==> src/hdl/bsxh_pkg.sv <==
// ============================================================================
// bsxh_pkg
// Shared types and constants for the byte stream XOR-fold hash block.
// ============================================================================
package bsxh_pkg;

    // Payload widths of the two channels.
    localparam int BYTE_W  = 8;
    localparam int HASH_W  = 64;

    // Internal state widths.
    localparam int PATCH_W = 16;
    localparam int OFF_W   = 3;
    localparam int SHIFT_W = 7;

    // The bit offset advances by this amount for every byte.
    localparam logic [OFF_W:0]     OFF_STEP  = 4'd7;
    // The byte position advances by one byte for every folded patch byte.
    localparam logic [SHIFT_W-1:0] BYTE_STEP = 7'd8;

    // Handshake status of the output buffer, seen by the top level.
    typedef struct packed {
        logic can_load;
    } out_status_t;

endpackage

==> src/hdl/bsxh_fold.sv <==
// ============================================================================
// bsxh_fold
// Next-state logic: adds one byte into the patch and folds patch bytes into
// the accumulator, flushing the patch and clearing the state on the last byte.
// ============================================================================
module bsxh_fold import bsxh_pkg::*; #(
    parameter int WORD_BITS = 64
) (
    input  logic [WORD_BITS-1:0] acc_cur,
    input  logic [PATCH_W-1:0]   patch_cur,
    input  logic [OFF_W-1:0]     off_cur,
    input  logic [SHIFT_W-1:0]   shift_cur,
    input  logic [BYTE_W-1:0]    data_byte,
    input  logic                 last,
    output logic [WORD_BITS-1:0] acc_next,
    output logic [PATCH_W-1:0]   patch_next,
    output logic [OFF_W-1:0]     off_next,
    output logic [SHIFT_W-1:0]   shift_next,
    output logic [WORD_BITS-1:0] hash
);

    localparam logic [SHIFT_W-1:0] WORD_LIMIT = SHIFT_W'(WORD_BITS);

    typedef struct packed {
        logic [WORD_BITS-1:0] acc;
        logic [PATCH_W-1:0]   patch;
        logic [SHIFT_W-1:0]   shift;
    } fold_t;

    // Fold the low patch byte in at the next byte position. A byte that
    // lands exactly at the word width is dropped and the position wraps.
    function automatic fold_t emit(fold_t s);
        fold_t                r;
        logic [SHIFT_W-1:0]   pos;
        pos     = s.shift + BYTE_STEP;
        r       = s;
        if (pos < WORD_LIMIT)
        begin
            r.acc = s.acc ^ (WORD_BITS'(s.patch[BYTE_W-1:0]) << pos);
        end
        r.patch = s.patch >> BYTE_W;
        r.shift = (pos < WORD_LIMIT) ? pos : '0;
        return r;
    endfunction

    fold_t          s_add;
    fold_t          s_step;
    fold_t          s_flush1;
    fold_t          s_flush2;
    logic [OFF_W:0] off_sum;

    always_comb
    begin
        s_add.acc   = acc_cur;
        s_add.patch = patch_cur + (PATCH_W'(data_byte) << off_cur);
        s_add.shift = shift_cur;

        off_sum = {1'b0, off_cur} + OFF_STEP;
        s_step  = off_sum[OFF_W] ? emit(s_add) : s_add;

        // The patch never holds more than two bytes, so two flush steps cover it.
        s_flush1 = (s_step.patch != '0) ? emit(s_step) : s_step;
        s_flush2 = (s_flush1.patch != '0) ? emit(s_flush1) : s_flush1;

        hash = s_flush2.acc;

        if (last)
        begin
            acc_next   = '0;
            patch_next = '0;
            off_next   = '0;
            shift_next = '0;
        end
        else
        begin
            acc_next   = s_step.acc;
            patch_next = s_step.patch;
            off_next   = off_sum[OFF_W-1:0];
            shift_next = s_step.shift;
        end
    end

endmodule

==> config.mk <==
export PLATFORM = sky130hd
export DESIGN_NAME = bsxh_fold
export DESIGN_NICKNAME = d
export VERILOG_FILES = /design/src/hdl/bsxh_pkg.sv /design/src/hdl/bsxh_fold.sv
export SDC_FILE = /design/constraint.sdc
export NUM_CORES = 1
export LEC_CHECK = 0
export ABC_AREA = 0
export BUFFER_PORTS_ARGS = -buffer_cell sky130_fd_sc_hd__buf_2
export CAP_MARGIN = 15
export CORE_AREA = 8 8 120 122
export DETAILED_ROUTE_END_ITERATION = 12
export DIE_AREA = 0 0 128 130
export PLACE_DENSITY = 0.88
export SLEW_MARGIN = 20
export SYNTH_ARGS = -nofsm -noshare
export SYNTH_HDL_FRONTEND = slang
export SYNTH_SLANG_ARGS = --single-unit
==> constraint.sdc <==
create_clock -name vclk -period 13.9
set_input_delay 0.695 -clock vclk [all_inputs]
set_output_delay 0.695 -clock vclk [all_outputs]
set_load 0.01 [all_outputs]
==> flow_summary.yaml <==
run_status:
  status: "complete, no violations"
route:
  wl_um: 33300
  first_pass_iters: 8
  ant_nets: 0
  drt_iter0_markers: 1351
  drcViolationCount: 0
  via_per_inst: 6.43
  vias: 9555
  wire_per_inst_um: 22.4
timing:
  hold_viol: 0
  slew_violations: 0
  period_needed_ps: 7800
  setup_viol: 0
  worstMarginPinSlew_ps: 1010
  setup_tns_ps: 0
  slew_headroom_pct: 32.3
  fmaxAchievable_mhz: 128
  period_share_pct: 56.1
  rsz0062_at_grt: "false"
global_route:
  grt.overflow.total: 0
  antenna_found_initial: 1
  grt_first_pass_wirelength_um: 49100
  grt_max_degree: 91
  grt_pass1_vias: 8862
  grt_usage_pct: 37.2
critical_path:
  max_stage_delay_ps: 520
  crit_path_start_kind: "input port"
  worstSetupPathType: "in2out"
  crit_chain: "buf_2 > mux2_2 > o21ai_0 > o21ai_0 > ha_1 > a21oi_2 > o21ai_0 > nand2_1 > a31oi_1 > o31ai_1 > a2111oi_4 > and3_1 > mux2i_2 > nand2_4 > inv_6 > ha_1 > inv_1 > o31ai_1 > a21oi_1 > xor2_1 > buf_2"
  cp.arrival_ps: 7110
  end_kind: "output port"
  cp_common_cell: "o21ai_0"
  cp_slowest_cell: "a2111oi_4"
  path_max_fanout: 15
  required_ps: 13200
run:
  maxCapViolCount: 0
synth:
  synth_cells: 1120
  synth_nets: 1239
  synth.area.mux_share_pct: 8.01
  yosysWarnings: 0
  avgSynthCellArea_um2: 6.18
  yosysSeqAreaShare_pct: 0
  yosysUniqueCellTypes: 86
  synth_fa_ha_area_share_pct: 3.73
  synth_top_family_by_area: "simple AND/OR/NAND/NOR gates"
  yosys.area_share.simple_pct: 34.0
  synth-xor-area-share_pct: 24.3
  synth-compound-area-share_pct: 24.6
  synth_area_mm2: 0.00692
floorplanning:
  die_w_um: 128
  core_area_mm2: 0.0124
  die_y_um: 130
  dieArea_mm2: 0.0166
  rows: 41
  ios: 253
  start_util_pct: 55.7
power:
  p_per_area_mw_per_mm2: 65.4
  power_mw: 0.534
  irDropWorstVdd_mv: 0.0455
  p_leak_nw: 3.37
layout:
  seq_cells: 0
  utilization_pct: 65.8
  fillers: 1239
  areaGrowthSynthToFinish_pct: 18.1
  ff_latch_area_um2: 0
  layout.nets: 1435
  drive_gt1_share_pct: 23.9
  n_clock_buffer: 0
worst_hold_path:
  hold_start: "acc_cur[53]"
  min_path_type: "in2out"
  min_path_cells: 4
  hold_end: "acc_next[53]"
clock_network:
  postCtsSetupRepairBufs: 0
  cts_resized: 0
  cts_hold_buf: 0
place:
  port_buffers: 253
  place_congestion: 1.09
  hpwl_um: 27700
## kinds of logic (layout without fill, tap and decap cells)
logic type,count (synthesis),in the layout
simple gates,535,535
compound gates,240,240
xor+xnor,192,192
buf+inv,82,276
mux,51,51
fa+ha+maj,20,20
other cells,0,1
## critical path, delay by kind of cell
family | cells | cell delay, ps
XOR/XNOR | 1 | 250
multiplexers | 2 | 820
AND/OR/NAND/NOR | 3 | 740
buffers and inverters | 4 | 1010
AO/OA/AOI/OAI | 9 | 2580
adder cells (fa/ha/maj) | 2 | 1000
## per-stage QoR
| step | setup WS (ps) | cell area (um^2) | cells | hold slack, ps |
|---|---|---|---|---|
| final | 6100 | 8170 | 1487 | 1770 |
| after global routing | 5640 | 8170 | 1487 | 1800 |
| after CTS | 6310 | 8160 | 1486 | 1770 |
| after detailed placement | 6310 | 8160 | 1486 | 1770 |
| after global placement | 6530 | 8160 | 1486 | 1760 |
| after floorplan | 6890 | 6920 | 1120 | 1540 |
## how the worst max path moves through the flow
stage / from / endpoint / slack (ps) / cells after the start
after floorplan: off_cur[0] / hash[30] / 6890 / 26
after global placement: off_cur[1] / hash[22] / 6530 / 21
after detailed placement: off_cur[1] / hash[22] / 6310 / 21
after CTS: off_cur[1] / hash[22] / 6310 / 21
after global routing: off_cur[1] / hash[30] / 5640 / 24
final: off_cur[1] / hash[22] / 6100 / 21
## synth_stat cells, types with 3 or more instances
cell	n	area share [%]
xnor2_1	115	15
and4_1	4	0.51
buf_2	10	0.72
a22o_1	4	0.51
o32ai_1	7	0.89
o211ai_1	10	1.1
or2_2	3	0.27
a22oi_1	10	1.1
o22a_1	5	0.63
a211oi_2	3	0.54
clkbuf_1	47	2.6
buf_1	5	0.27
ha_1	19	3.4
o21a_1	5	0.54
nor3b_1	3	0.33
o21ai_2	3	0.38
and2_1	12	1.1
mux2_2	10	1.6
o22ai_1	17	1.5
nand4_1	7	0.63
o31ai_1	8	0.87
o21ai_1	9	0.65
nand2_1	162	8.8
a211oi_1	7	0.76
nand2b_1	5	0.45
mux2i_1	35	5.1
nor3_1	35	2.5
nand3_1	43	3.1
or3_1	18	1.6
a31oi_1	9	0.81
xor2_1	77	9.8
nor2_1	222	12
and3_1	5	0.45
a21oi_2	5	0.63
o21ai_0	53	3.8
inv_1	10	0.54
buf_6	4	0.65
a21oi_1	41	3.0
a32oi_1	4	0.51
a211o_1	4	0.51
## power by group
group          internal (mW)  leakage [nW]  switching [mW]      total, mW
Combinational          0.181          3.37           0.354          0.534
Clock          0.00000000962    0.00000634               0  0.00000000962
Sequential                 0             0               0              0
## layout by cell type, fill, tap and decap left out, types with 5 or more instances in the layout
| master | n |
|---|---|
| mux2_2 | 10 |
| o21ai_1 | 9 |
| or3_1 | 17 |
| nand3_1 | 43 |
| o31ai_1 | 8 |
| inv_1 | 10 |
| a22oi_1 | 10 |
| mux2i_1 | 35 |
| o22ai_1 | 17 |
| o21a_1 | 5 |
| o21ai_0 | 53 |
| o211ai_1 | 10 |
| buf_4 | 9 |
| xnor2_1 | 115 |
| a31oi_1 | 9 |
| xor2_1 | 77 |
| nand2b_1 | 5 |
| and3_1 | 5 |
| nand2_1 | 162 |
| o22a_1 | 5 |
| ha_1 | 19 |
| nor2_1 | 221 |
| a211oi_1 | 7 |
| a21oi_1 | 41 |
| and2_1 | 12 |
| nand4_1 | 7 |
| o32ai_1 | 7 |
| a21oi_2 | 5 |
| nor3_1 | 35 |
| buf_2 | 253 |
## final cells by class
| cell class | instances | area [um^2] | share of cell area (%) |
|---|---|---|---|
| Antenna cell | 1 | 2.50 | 0.0306 |
| Multi-Input combinational cell | 1038 | 6560 | 80.3 |
| Inverter | 14 | 57.6 | 0.705 |
| Tap cell | 172 | 215 | 2.64 |
| Timing Repair Buffer | 262 | 1330 | 16.3 |
## metal layers
metal	up-vias	track usage [%]	routed length (um)
li1	4300	-	-
met1	4311	45.6	12000
met2	778	59.2	14500
met3	166	11.1	5040
met4	0	16.6	1830
met5	-	0	0
Note: power is estimated with default switching activity, not from simulation.
